[src/hw/rtl/m4vt_pkg.sv]
// ----------------------------------------------------------------------------
// m4vt_pkg - shared types and constants for the 4x4 matrix-vector transform
// Component widths, register layout, lane count and the per-lane result type.
// ----------------------------------------------------------------------------
package m4vt_pkg;

  localparam int FRAC_BITS   = 16;
  localparam int COMP_W      = 32;
  localparam int NUM_LANES   = 4;
  localparam int NUM_COLS    = 4;
  localparam int NUM_REGS    = 8;
  localparam int REG_W       = 2 * COMP_W;
  localparam int CFG_IDX_W   = $clog2(NUM_REGS);
  localparam int IN_DATA_W   = NUM_COLS * COMP_W;
  localparam int OUT_FIELD_W = NUM_LANES * COMP_W + 1;
  localparam int OUT_DATA_W  = ((OUT_FIELD_W + 7) / 8) * 8;
  localparam int LANE_LAT    = 4;
  localparam int FIFO_DEPTH  = 8;

  typedef struct packed {
    logic [COMP_W-1:0] value;
    logic              sat;
  } lane_res_t;

  // Reset value of a matrix register: identity with the given fraction bits.
  // Register idx holds column idx>>1, rows 2*(idx&1) (low) and 2*(idx&1)+1 (high).
  function automatic logic [REG_W-1:0] ident_reg(input int idx, input int frac);
    int                col;
    int                row_lo;
    logic [COMP_W-1:0] one;
    logic [REG_W-1:0]  val;
    col    = idx >> 1;
    row_lo = (idx & 1) << 1;
    one    = COMP_W'(1) << frac;
    val    = '0;
    if (row_lo == col) begin
      val[COMP_W-1:0] = one;
    end
    if (row_lo + 1 == col) begin
      val[REG_W-1:COMP_W] = one;
    end
    return val;
  endfunction

endpackage

[src/hw/rtl/m4vt_merge.sv]
// ----------------------------------------------------------------------------
// m4vt_merge - lane merge and output queue
// Packs the four lane results with the combined overflow flag into an output
// queue and tracks items in flight so the input side never outruns the queue.
// ----------------------------------------------------------------------------
module m4vt_merge (
  input  logic                                              clk,
  input  logic                                              rst,
  input  logic                                              in_accept,
  input  logic                                              push,
  input  m4vt_pkg::lane_res_t [m4vt_pkg::NUM_LANES-1:0]     lane_res,
  output logic                                              in_ready,
  output logic                                              m_tvalid,
  input  logic                                              m_tready,
  output logic [m4vt_pkg::OUT_DATA_W-1:0]                   m_tdata
);

  localparam int DEPTH = m4vt_pkg::FIFO_DEPTH;
  localparam int PTR_W = $clog2(DEPTH);
  localparam int CNT_W = $clog2(DEPTH + 1);
  localparam int CW    = m4vt_pkg::COMP_W;
  localparam int PAD_W = m4vt_pkg::OUT_DATA_W - m4vt_pkg::OUT_FIELD_W;

  logic [m4vt_pkg::OUT_DATA_W-1:0] fifo [DEPTH];
  logic [PTR_W-1:0]                wr_ptr;
  logic [PTR_W-1:0]                rd_ptr;
  logic [CNT_W-1:0]                fifo_cnt;
  logic [CNT_W-1:0]                occ;
  logic                            deliver;
  logic                            any_sat;
  logic [m4vt_pkg::NUM_LANES*CW-1:0] comps;
  logic [m4vt_pkg::OUT_DATA_W-1:0] packed_item;

  always_comb begin
    any_sat = 1'b0;
    for (int l = 0; l < m4vt_pkg::NUM_LANES; l++) begin
      comps[l*CW +: CW] = lane_res[l].value;
      any_sat           = any_sat | lane_res[l].sat;
    end
  end

  assign packed_item = {{PAD_W{1'b0}}, any_sat, comps};
  assign deliver     = m_tvalid && m_tready;
  assign m_tvalid    = (fifo_cnt != '0);
  assign m_tdata     = fifo[rd_ptr];
  assign in_ready    = (occ < CNT_W'(DEPTH));

  always_ff @(posedge clk) begin
    if (push) begin
      fifo[wr_ptr] <= packed_item;
    end
  end

  always_ff @(posedge clk) begin
    if (rst) begin
      wr_ptr   <= '0;
      rd_ptr   <= '0;
      fifo_cnt <= '0;
      occ      <= '0;
    end else begin
      if (push) begin
        wr_ptr <= wr_ptr + PTR_W'(1);
      end
      if (deliver) begin
        rd_ptr <= rd_ptr + PTR_W'(1);
      end
      fifo_cnt <= fifo_cnt + CNT_W'(push) - CNT_W'(deliver);
      occ      <= occ + CNT_W'(in_accept) - CNT_W'(deliver);
    end
  end

`ifndef NO_ASSERTIONS
  a_no_overflow: assert property (@(posedge clk) disable iff (rst)
    push |-> (fifo_cnt < CNT_W'(DEPTH)))
    else $error("output queue written while full");

  a_queue_within_occ: assert property (@(posedge clk) disable iff (rst)
    fifo_cnt <= occ)
    else $error("queued items exceed items in flight");

  a_occ_bound: assert property (@(posedge clk) disable iff (rst)
    occ <= CNT_W'(DEPTH))
    else $error("items in flight exceed queue depth");

  a_occ_track: assert property (@(posedge clk) disable iff (rst)
    (in_accept && !deliver) |=> (occ == $past(occ) + CNT_W'(1)))
    else $error("in-flight count missed an accepted item");
`endif

endmodule

[config.mk]
export PLATFORM = sky130hd
export DESIGN_NAME = m4vt_merge
export DESIGN_NICKNAME = d
export VERILOG_FILES = /design/src/hw/rtl/m4vt_pkg.sv /design/src/hw/rtl/m4vt_merge.sv
export SDC_FILE = /design/constraint.sdc
export NUM_CORES = 1
export LEC_CHECK = 0
export ABC_AREA = 1
export BUFFER_PORTS_ARGS = -buffer_cell sky130_fd_sc_hd__buf_2
export CAP_MARGIN = 20
export CORE_ASPECT_RATIO = 1.2
export CORE_MARGIN = 4
export CORE_UTILIZATION = 30
export CTS_CLUSTER_DIAMETER = 120
export DETAILED_ROUTE_END_ITERATION = 8
export REMOVE_ABC_BUFFERS = 1
export SLEW_MARGIN = 0
export SYNTH_ARGS = -nofsm -noshare
export SYNTH_HDL_FRONTEND = slang
export SYNTH_SLANG_ARGS = --single-unit
[constraint.sdc]
create_clock -name clk -period 8 [get_ports clk]
set_input_delay 1.6 -clock clk [delete_from_list [all_inputs] [get_ports clk]]
set_output_delay 1.6 -clock clk [all_outputs]
set_load 0.05 [all_outputs]
======== Yosys cells after proc, flatten, opt, wreduce, memory -nomap -nowiden ========
Memories as Yosys holds them, arrays and structs flattened. A register that Yosys moved wholly into a read port is not among the register bits.
Index checks and enable logic that the tools add are counted.
Widths: inputs -> output; s select.
operators by class
  add/subtract/negate cells ............... 6
  order comparisons ....................... 1
  mux-type cells .......................... 4
  bitwise gates (word level) .............. 3
  reduce and logical (&&, ||, !) cells .... 2
operators by type and width
  kind                 count
  $add 4x1->4          2
  $sub 4x1->4          2
  $add 3x1->3 const B  2
  $mux 3               2
  $lt 4x4->1 const B   1
  $reduce_bool 4->1    1
  $or 1x1->1           3
  $mux 1               2
  $logic_and 1x1->1    1
word-level totals
  register bits after elaboration ......... 14
  RAM bits ................................ 1032
  input bits .............................. 137
  word-level logic and storage cells ...... 21
  memories ................................ 1
memory list
  memory  words  bits a word  rd ports  clocked after memory_dff  wr ports  line              text
  fifo    8      129          1         1                         1         m4vt_merge.sv:24  logic [m4vt_pkg::OUT_DATA_W-1:0] fifo [DEPTH];

======== Logic depth before layout (Yosys ltp) ========
Gate-level depths: netlist of run 1.
  depth in word-level cells ............... 4
  depth in mapped cells ................... 12
  gate-level depth less buffers ........... 12

======== Worst setup path after synthesis of run 1 ========
Ideal clock, no wire load.
  path type ............................... input to register
  start ................................... input push
  end ..................................... memory fifo[0][0] (netlist bit), enable pin
  setup time .............................. 0.619 ns
  arrival ................................. 7.329 ns
  path slack .............................. 0.052 ns
  stages .................................. 3
  path buffers ............................ 0
  path through ............................ inv_1 or2_2 nor2_1
between the ends
  word-level cells in the longest chain between the ends .. 2
RTL lines
  element                       line              text
  start: declaration            m4vt_merge.sv:10  input logic push,
  $mux 1                        m4vt_merge.sv:49  if (push) begin
  $mux 1 (not written as such)  m4vt_merge.sv:50  fifo[wr_ptr] <= packed_item;
  end: declaration              m4vt_merge.sv:24
Every way passes these cells.

==> flow_results.xml, run 1 <==
<?xml version="1.0" encoding="UTF-8"?>
<metrics>
  <group name="run_status">
    <metric name="run_status" unit="">complete, no violations</metric>
  </group>
  <group name="sta">
    <metric name="slew_headroom" unit="">0.305</metric>
    <metric name="final-hold-violation-count" unit="">0</metric>
    <metric name="final.min_clock_period" unit="ns">5.36</metric>
    <metric name="finalSetupViolCount" unit="">0</metric>
    <metric name="layout_worst_path_cycle_share" unit="">0.670</metric>
    <metric name="total_negative_slack" unit="ns">0</metric>
    <metric name="holdWs" unit="ns">0.496</metric>
    <metric name="maxClockFrequency" unit="MHz">187</metric>
    <metric name="unrepaired_setup_endpoints_after_global_routing" unit="">no</metric>
    <metric name="report.final.slew_viol_count" unit="">0</metric>
    <metric name="fin_worst_skew" unit="ns">0.0238</metric>
    <metric name="worst_pin_slew" unit="ns">1.04</metric>
  </group>
  <group name="global_route">
    <metric name="global_route.usage.met1" unit="">0.171</metric>
    <metric name="grt_pass1_wl" unit="mm">168</metric>
    <metric name="top_usage_layer" unit="">met2</metric>
    <metric name="track_usage" unit="">0.137</metric>
    <metric name="grt_start_max_net_pins" unit="">186</metric>
    <metric name="antenna_found_initial" unit="">25</metric>
    <metric name="overflow" unit="">0</metric>
    <metric name="global_routing_usage_on_met3" unit="">0.0250</metric>
    <metric name="grt_pass1_vias" unit="">28917</metric>
    <metric name="met2_usage" unit="">0.237</metric>
  </group>
  <group name="power_and_ir_drop">
    <metric name="static-leakage-power" unit="nW">23.7</metric>
    <metric name="power_per_cell_area" unit="nW/um2">291</metric>
    <metric name="max_ir_drop_vdd" unit="mV">0.224</metric>
    <metric name="finalPower" unit="mW">15.2</metric>
  </group>
  <group name="die">
    <metric name="chipHeight" unit="um">435</metric>
    <metric name="ios" unit="">275</metric>
    <metric name="floorplan.die_area" unit="um2">158000</metric>
    <metric name="core_area" unit="um2">151000</metric>
    <metric name="floorplan.initialDensity" unit="">0.302</metric>
    <metric name="floorplan.rows" unit="">156</metric>
    <metric name="chipWidth" unit="um">364</metric>
  </group>
  <group name="route">
    <metric name="via_per_inst" unit="">4.33</metric>
    <metric name="route.final.wire_length" unit="mm">110</metric>
    <metric name="detail_route.iter0.violations" unit="">1888</metric>
    <metric name="drt_pass1_iterations" unit="">5</metric>
    <metric name="routed_wl_per_cell" unit="um">16.0</metric>
    <metric name="antenna_left" unit="">0</metric>
    <metric name="drt_drc_violations_left" unit="">0</metric>
    <metric name="dr_total_vias" unit="">29727</metric>
  </group>
  <group name="setup_path">
    <metric name="worstPathMaxFanout" unit="">185</metric>
    <metric name="worstSetupEndpointType" unit="">primary output</metric>
    <metric name="worst-endpoint-required" unit="ns">6.40</metric>
    <metric name="crit_path_start_kind" unit="">flop</metric>
    <metric name="ws_path_type" unit="">flop to primary output</metric>
    <metric name="cp.arrival" unit="ns">3.76</metric>
  </group>
  <group name="clocking">
    <metric name="cts_resized" unit="">0</metric>
    <metric name="root_buffer" unit="">sky130_fd_sc_hd__clkbuf_16</metric>
    <metric name="clkSinkCount" unit="">1049</metric>
    <metric name="buffer_depth_of_the_longest_clock_path" unit="">3</metric>
    <metric name="cts-htree-levels" unit="">3</metric>
    <metric name="cts_tree" unit="">done</metric>
    <metric name="cts_inserted_buffers" unit="">109</metric>
    <metric name="cts.reportedPaths.clkPinSlew" unit="ns">0.06</metric>
    <metric name="cts_hold_buffers" unit="">0</metric>
    <metric name="postCtsSetupBuffers" unit="">0</metric>
    <metric name="clk_latency" unit="ns">0.71</metric>
  </group>
  <group name="layout">
    <metric name="finalNonFillerCells" unit="">6872</metric>
    <metric name="syn2layout_area_growth" unit="%">15.0</metric>
    <metric name="drive_gt1_frac" unit="">0.0961</metric>
    <metric name="layout.core_utilization" unit="">0.348</metric>
    <metric name="filler_cell_count" unit="">14852</metric>
    <metric name="number_of_nets_in_the_finished_design" unit="">4945</metric>
  </group>
  <group name="placed_design">
    <metric name="gpl.final_weighted_congestion" unit="">0.711</metric>
    <metric name="dpl.cell_count" unit="">6661</metric>
    <metric name="dp_hpwl" unit="mm">56.4</metric>
    <metric name="buffer_ports.inserted" unit="">267</metric>
  </group>
  <group name="synth">
    <metric name="synthCells" unit="">4588</metric>
    <metric name="synth.ff_latch_count" unit="">1049</metric>
    <metric name="ys_types" unit="">18</metric>
    <metric name="yosysWarningCount" unit="">0</metric>
    <metric name="post_synth.cell_area_avg" unit="um2">9.93</metric>
    <metric name="netlist_area" unit="um2">45600</metric>
    <metric name="seq_area_frac_synth" unit="">0.687</metric>
  </group>
  <group name="run">
    <metric name="max-cap-violations" unit="">0</metric>
  </group>
  <group name="hold_path">
    <metric name="holdCritPathClass" unit="">flop to flop</metric>
  </group>
</metrics>
[Yosys cell counts]
| master | count | area, um2 |
|---|---|---|
| sky130_fd_sc_hd__inv_2 | 2 | 7.51 |
| sky130_fd_sc_hd__or2_2 | 2 | 12.5 |
| sky130_fd_sc_hd__buf_2 | 110 | 551 |
| sky130_fd_sc_hd__buf_4 | 7 | 52.6 |
| sky130_fd_sc_hd__nand2_1 | 1699 | 6380 |
| sky130_fd_sc_hd__a21oi_1 | 10 | 50.1 |
| sky130_fd_sc_hd__ha_1 | 9 | 113 |
| sky130_fd_sc_hd__nor2_1 | 24 | 90.1 |
| sky130_fd_sc_hd__fa_1 | 2 | 40.0 |
| sky130_fd_sc_hd__conb_1 | 1 | 3.75 |
| sky130_fd_sc_hd__xnor2_1 | 1 | 8.76 |
| sky130_fd_sc_hd__edfxtp_1 | 1032 | 31000 |
| sky130_fd_sc_hd__dfxtp_1 | 17 | 340 |
| sky130_fd_sc_hd__o21ai_0 | 4 | 20.0 |
| sky130_fd_sc_hd__clkbuf_1 | 67 | 251 |
| sky130_fd_sc_hd__buf_1 | 23 | 86.3 |
| sky130_fd_sc_hd__nand3_1 | 525 | 2630 |
| sky130_fd_sc_hd__inv_1 | 1053 | 3950 |
[report_power, final]
part | internal (mW) | switching [mW] | leakage (nW) | total [mW]
sequential | 6.19 | 0.0615 | 9.51 | 6.25
clock | 2.79 | 2.11 | 1.66 | 4.90
combinational | 0.944 | 3.15 | 12.5 | 4.09
total | 9.92 | 5.32 | 23.7 | 15.2
[layout make-up]
class                   count  area [um2]  share of cell area
flip-flops and latches   1049       31300               0.598
multi-input cells        2283        9430               0.180
inverters                1055        3980              0.0759
clock buffers             134        2840              0.0542
well taps                1975        2470              0.0471
repair buffers            299        1730              0.0329
clock inverters            69         624              0.0119
diodes                      8        20.0            0.000382
[cell families after synthesis]
logic type,Yosys count,synth area share
compound gates,14,0.00154
xor+xnor,1,0.000192
fa+ha+maj,11,0.00335
buf+inv,1262,0.108
flops,1049,0.687
other cells,1,0.0000823
simple gates,2250,0.200
[path summary, 6_finish.rpt]
path / from / endpoint / slack [ns] / cells past startpoint
worst max register to register: wr_ptr[0] / fifo[6][42] / 5.18 / 4
worst min register to register: wr_ptr[0] / wr_ptr[0] / 0.50 / 2
worst max-delay path: flop / m_tdata[56] / 2.64 / 8
worst min-delay path: wr_ptr[0] / wr_ptr[0] / 0.50 / 2
[sequential cells by signal (all words and copies together), names as in the netlist, named ones only]
name / cells
rd_ptr: 3
fifo: 1032
occ: 4
wr_ptr: 3
fifo_cnt: 4
[layout by cell type (no fill, tap or decap), types with 16 or more instances in the layout]
cell,instances
sky130_fd_sc_hd__buf_2,267
sky130_fd_sc_hd__buf_4,20
sky130_fd_sc_hd__clkbuf_1,24
sky130_fd_sc_hd__clkbuf_16,110
sky130_fd_sc_hd__clkinv_1,24
sky130_fd_sc_hd__clkinv_2,18
sky130_fd_sc_hd__edfxtp_1,1032
sky130_fd_sc_hd__inv_1,1052
sky130_fd_sc_hd__nand2_1,1699
sky130_fd_sc_hd__nand3_1,525
sky130_fd_sc_hd__nor2_1,16
[worst max-delay path: stages, from the launching register on]
cell and delay (ns):
sky130_fd_sc_hd__dfxtp_4 0.64, sky130_fd_sc_hd__buf_4 0.66, sky130_fd_sc_hd__buf_12 0.63, sky130_fd_sc_hd__nand2_1 0.13
sky130_fd_sc_hd__nand3_1 0.12, sky130_fd_sc_hd__nand2_1 0.07, sky130_fd_sc_hd__nand2_1 0.06, sky130_fd_sc_hd__nand2_1 0.11
sky130_fd_sc_hd__buf_2 0.23
[metal layers]
layer	share of wire	routed length, um
met5	0.0012	127
met4	0.028	3060
met3	0.053	5820
met2	0.49	53500
met1	0.43	47100
[metrics by stage]
| stage | worst slack (ns) | cell area [um2] |
|---|---|---|
| 2_1_floorplan | -16.09 | 44700 |
| 3_3_place_gp | 3.45 | 48900 |
| 3_5_place_dp | 3.47 | 48900 |
| 4_1_cts | 2.60 | 52400 |
| 5_1_grt | 2.42 | 52400 |
| 6_report | 2.64 | 52400 |
No activity file was read; power rests on OpenSTA's default activity.
==> run 2, diff against run 1 <==
--- a/config.mk
+++ b/config.mk
@@ -5,7 +5,7 @@
 export SDC_FILE = /design/constraint.sdc
 export NUM_CORES = 1
 export LEC_CHECK = 0
-export ABC_AREA = 1
+export ABC_AREA = 0
 export BUFFER_PORTS_ARGS = -buffer_cell sky130_fd_sc_hd__buf_2
 export CAP_MARGIN = 20
 export CORE_ASPECT_RATIO = 1.2
==> constraint.sdc (replaced) <==
create_clock -name clk -period 4.7 [get_ports clk]
set_input_delay 0.94 -clock clk [delete_from_list [all_inputs] [get_ports clk]]
set_output_delay 0.94 -clock clk [all_outputs]
set_load 0.05 [all_outputs]
==> run 2 against run 1 <==
  * Core utilization grew 0.99 points
  * Clock power grew 61%
  * Area after synthesis shrank 12%
  * Sequential share of layout area grew 6.4 points
  * Via count shrank 40%
  * Sequential cell count is the same
  * Non-clock buffer count grew 34
  * Worst setup slack lost 1.9 ns
  * Combinational power grew 4%
  * Critical path depth shrank 4
  * Sequential power grew 71%
  * Final cell count shrank 44%
==> flow_results.xml, run 2 <==
<?xml version="1.0" encoding="UTF-8"?>
<metrics>
  <group name="die">
    <metric name="ios" unit="">275</metric>
    <metric name="floorplan.rows" unit="">146</metric>
    <metric name="floorplan.initialDensity" unit="">0.303</metric>
    <metric name="floorplan.die_area" unit="um2">140000</metric>
    <metric name="chipHeight" unit="um">408</metric>
    <metric name="core_area" unit="um2">132000</metric>
    <metric name="chipWidth" unit="um">342</metric>
  </group>
  <group name="layout">
    <metric name="number_of_nets_in_the_finished_design" unit="">2111</metric>
    <metric name="finalNonFillerCells" unit="">3834</metric>
    <metric name="syn2layout_area_growth" unit="%">18.1</metric>
    <metric name="largest_register_ffs" unit="">1032</metric>
    <metric name="drive_gt1_frac" unit="">0.382</metric>
    <metric name="mostFrequentLayoutCell" unit="">sky130_fd_sc_hd__edfxtp_1</metric>
    <metric name="reg_with_most_ffs" unit="">fifo</metric>
    <metric name="stdcell_area" unit="um2">47300</metric>
    <metric name="layout.cells.most_common_list" unit="">sky130_fd_sc_hd__edfxtp_1, sky130_fd_sc_hd__buf_2, sky130_fd_sc_hd__mux4_2</metric>
    <metric name="reg.largest.list" unit="">fifo (1032), fifo_cnt (4), occ (4)</metric>
  </group>
  <group name="global_route">
    <metric name="grt_pass1_wl" unit="mm">128</metric>
    <metric name="track_usage" unit="">0.123</metric>
    <metric name="grt_pass1_vias" unit="">19285</metric>
    <metric name="overflow" unit="">0</metric>
    <metric name="antenna_found_initial" unit="">11</metric>
    <metric name="grt_start_max_net_pins" unit="">71</metric>
  </group>
  <group name="power_and_ir_drop">
    <metric name="static-leakage-power" unit="nW">15.0</metric>
    <metric name="power_per_cell_area" unit="nW/um2">482</metric>
    <metric name="max_ir_drop_vdd" unit="mV">0.450</metric>
  </group>
  <group name="synth">
    <metric name="netlist_top_cells_count" unit="">sky130_fd_sc_hd__edfxtp_1, sky130_fd_sc_hd__mux4_2, sky130_fd_sc_hd__mux2_2</metric>
    <metric name="synthCells" unit="">1600</metric>
    <metric name="ys_async_sr_fraction" unit="">0</metric>
    <metric name="synth-edff-count" unit="">1032</metric>
    <metric name="ys_top_cells_by_area" unit="">sky130_fd_sc_hd__edfxtp_1, sky130_fd_sc_hd__mux4_2, sky130_fd_sc_hd__mux4_1</metric>
    <metric name="yosysWarningCount" unit="">0</metric>
    <metric name="synth_area_leader_cell" unit="">sky130_fd_sc_hd__edfxtp_1</metric>
    <metric name="netlist.area_leader.share" unit="">0.773</metric>
    <metric name="yosys_most_used_dff" unit="">sky130_fd_sc_hd__edfxtp_1</metric>
    <metric name="synth.most_common_cell" unit="">sky130_fd_sc_hd__edfxtp_1</metric>
    <metric name="ys_types" unit="">32</metric>
    <metric name="netlist_area" unit="um2">40100</metric>
    <metric name="seq_area_frac_synth" unit="">0.781</metric>
    <metric name="post_synth.cell_area_avg" unit="um2">25.1</metric>
    <metric name="synth.ff_latch_count" unit="">1049</metric>
  </group>
  <group name="setup_path">
    <metric name="rr_endpoint" unit="">fifo_cnt[2]</metric>
    <metric name="worstSetupEndpointType" unit="">primary output</metric>
    <metric name="crit_path_start_kind" unit="">flop</metric>
    <metric name="worstPathCellList" unit="">buf_12 -&gt; mux4_1 -&gt; mux2_2 -&gt; buf_2</metric>
    <metric name="r2r_start" unit="">fifo_cnt[2]</metric>
    <metric name="ws_path_type" unit="">flop to primary output</metric>
    <metric name="reg2reg_depth" unit="">10</metric>
    <metric name="worst-endpoint-required" unit="ns">3.76</metric>
    <metric name="max_incr_delay_on_cp" unit="ns">0.65</metric>
    <metric name="worst-r2r-setup-slack" unit="ns">2.22</metric>
    <metric name="cp.arrival" unit="ns">3.05</metric>
    <metric name="worstPathMaxFanout" unit="">68</metric>
    <metric name="worst_path_max_delay_cell" unit="">sky130_fd_sc_hd__mux4_1</metric>
  </group>
  <group name="sta">
    <metric name="total_negative_slack" unit="ns">0</metric>
    <metric name="final-hold-violation-count" unit="">0</metric>
    <metric name="worst_pin_slew" unit="ns">1.01</metric>
    <metric name="maxClockFrequency" unit="MHz">250</metric>
    <metric name="holdWs" unit="ns">0.506</metric>
    <metric name="finalSetupViolCount" unit="">0</metric>
    <metric name="layout_worst_path_cycle_share" unit="">0.850</metric>
    <metric name="slew_headroom" unit="">0.325</metric>
    <metric name="report.final.slew_viol_count" unit="">0</metric>
    <metric name="final.min_clock_period" unit="ns">3.99</metric>
    <metric name="unrepaired_setup_endpoints_after_global_routing" unit="">no</metric>
    <metric name="fin_worst_skew" unit="ns">0.0394</metric>
  </group>
  <group name="clocking">
    <metric name="clk_latency" unit="ns">0.71</metric>
    <metric name="cts.reportedPaths.clkPinSlew" unit="ns">0.07</metric>
    <metric name="cts_inserted_buffers" unit="">103</metric>
    <metric name="root_buffer" unit="">sky130_fd_sc_hd__clkbuf_16</metric>
    <metric name="cts_resized" unit="">0</metric>
    <metric name="postCtsSetupBuffers" unit="">0</metric>
    <metric name="clkSinkCount" unit="">1049</metric>
    <metric name="cts_hold_buffers" unit="">0</metric>
    <metric name="buffer_depth_of_the_longest_clock_path" unit="">3</metric>
    <metric name="cts-htree-levels" unit="">3</metric>
    <metric name="cts_tree" unit="">done</metric>
  </group>
  <group name="hold_path">
    <metric name="worst_hold_path.endpoint" unit="">fifo[0][19]</metric>
    <metric name="min_path_cells" unit="">1</metric>
    <metric name="holdCritPathClass" unit="">input pin to flop</metric>
    <metric name="hold_start" unit="">lane_res[20]</metric>
  </group>
  <group name="placed_design">
    <metric name="gpl.final_weighted_congestion" unit="">0.679</metric>
    <metric name="dpl.cell_count" unit="">3634</metric>
    <metric name="placed_cell_area" unit="um2">44100</metric>
    <metric name="buffer_ports.inserted" unit="">267</metric>
    <metric name="dp_hpwl" unit="mm">48.5</metric>
  </group>
  <group name="route">
    <metric name="routed_wl_per_cell" unit="um">22.5</metric>
    <metric name="drt_drc_violations_left" unit="">0</metric>
    <metric name="detail_route.iter0.violations" unit="">1173</metric>
    <metric name="antenna_left" unit="">0</metric>
    <metric name="drt_pass1_iterations" unit="">7</metric>
    <metric name="dr_total_vias" unit="">17753</metric>
    <metric name="route.final.wire_length" unit="mm">86.4</metric>
    <metric name="via_per_inst" unit="">4.63</metric>
  </group>
  <group name="run">
    <metric name="max-cap-violations" unit="">0</metric>
  </group>
  <group name="run_status">
    <metric name="run_status" unit="">complete, no violations</metric>
  </group>
</metrics>
run 2: cell count changes in the layout (fill, tap and decap cells not counted), sizes merged, moves of 6 or more:
cell / change
nand3: -520
nor2: -10
clkbuf: -9
mux2: +131
buf: +34
nand2: -1694
inv: -1042
clkinvlp: -6
mux4: +258
run 2: stage by stage:
| step | util | setup WS, ns | power [mW] |
|---|---|---|---|
| floorplan | - | -7.15 | 14.3 |
| global placement | 0.333 | 1.38 | 15.1 |
| detailed placement | 0.333 | 1.36 | 15.2 |
| CTS | 0.357 | 0.555 | 23.2 |
| global route | 0.357 | 0.502 | 23.8 |
| finish | 0.357 | 0.706 | 22.8 |
run 2: metal layers:
metal | wire, um | GRT usage | vias to the layer above
met5 | 20 | 0 | -
met4 | 1640 | 0.0355 | 2
met3 | 4720 | 0.0279 | 106
met2 | 44300 | 0.211 | 461
met1 | 35700 | 0.157 | 9519
li1 | - | - | 7665
run 2: logic make-up (layout without fill, tap and decap cells):
logic type      after synthesis  after routing  synth area share
simple gates                 38             38           0.00459
compound gates               13             13           0.00178
buf+inv                      92            536            0.0152
other cells                   1             15         0.0000935
flops                      1049           1049             0.781
xor+xnor                      6              6           0.00131
fa+ha+maj                    11             11           0.00381
mux                         390            390             0.192
run 2: worst max path at each step:
stage / to / from / slack [ns] / cells after the start
floorplan: m_tdata[0] / flop / -7.15 / 2
global placement: m_tdata[113] / flop / 1.38 / 4
detailed placement: m_tdata[113] / flop / 1.36 / 4
CTS: m_tdata[113] / flop / 0.55 / 4
global route: m_tdata[74] / flop / 0.50 / 4
finish: m_tdata[108] / flop / 0.71 / 4
run 2: power by group:
part	total, mW	switching (mW)	internal (mW)	leakage, nW
logic	4.26	2.76	1.50	3.87
registers	10.7	0.140	10.6	9.52
clock network	7.88	3.46	4.42	1.60
total	22.8	6.35	16.5	15.0
run 2: final cells by class:
class	instances	area [um2]
clock buffers	125	2680
flip-flops and latches	1049	31300
repair buffers	333	2230
inverters	11	41.3
clock inverters	67	568
fillers	12069	85100
multi-input cells	465	8230
diodes	8	20.0
well taps	1776	2220
run 2: critical path: cells and delay by family (launching register included):
kind / cells / cell delay, ns
DFF: 1 / 0.60
muxes: 2 / 0.93
buffers and inverters: 2 / 0.64
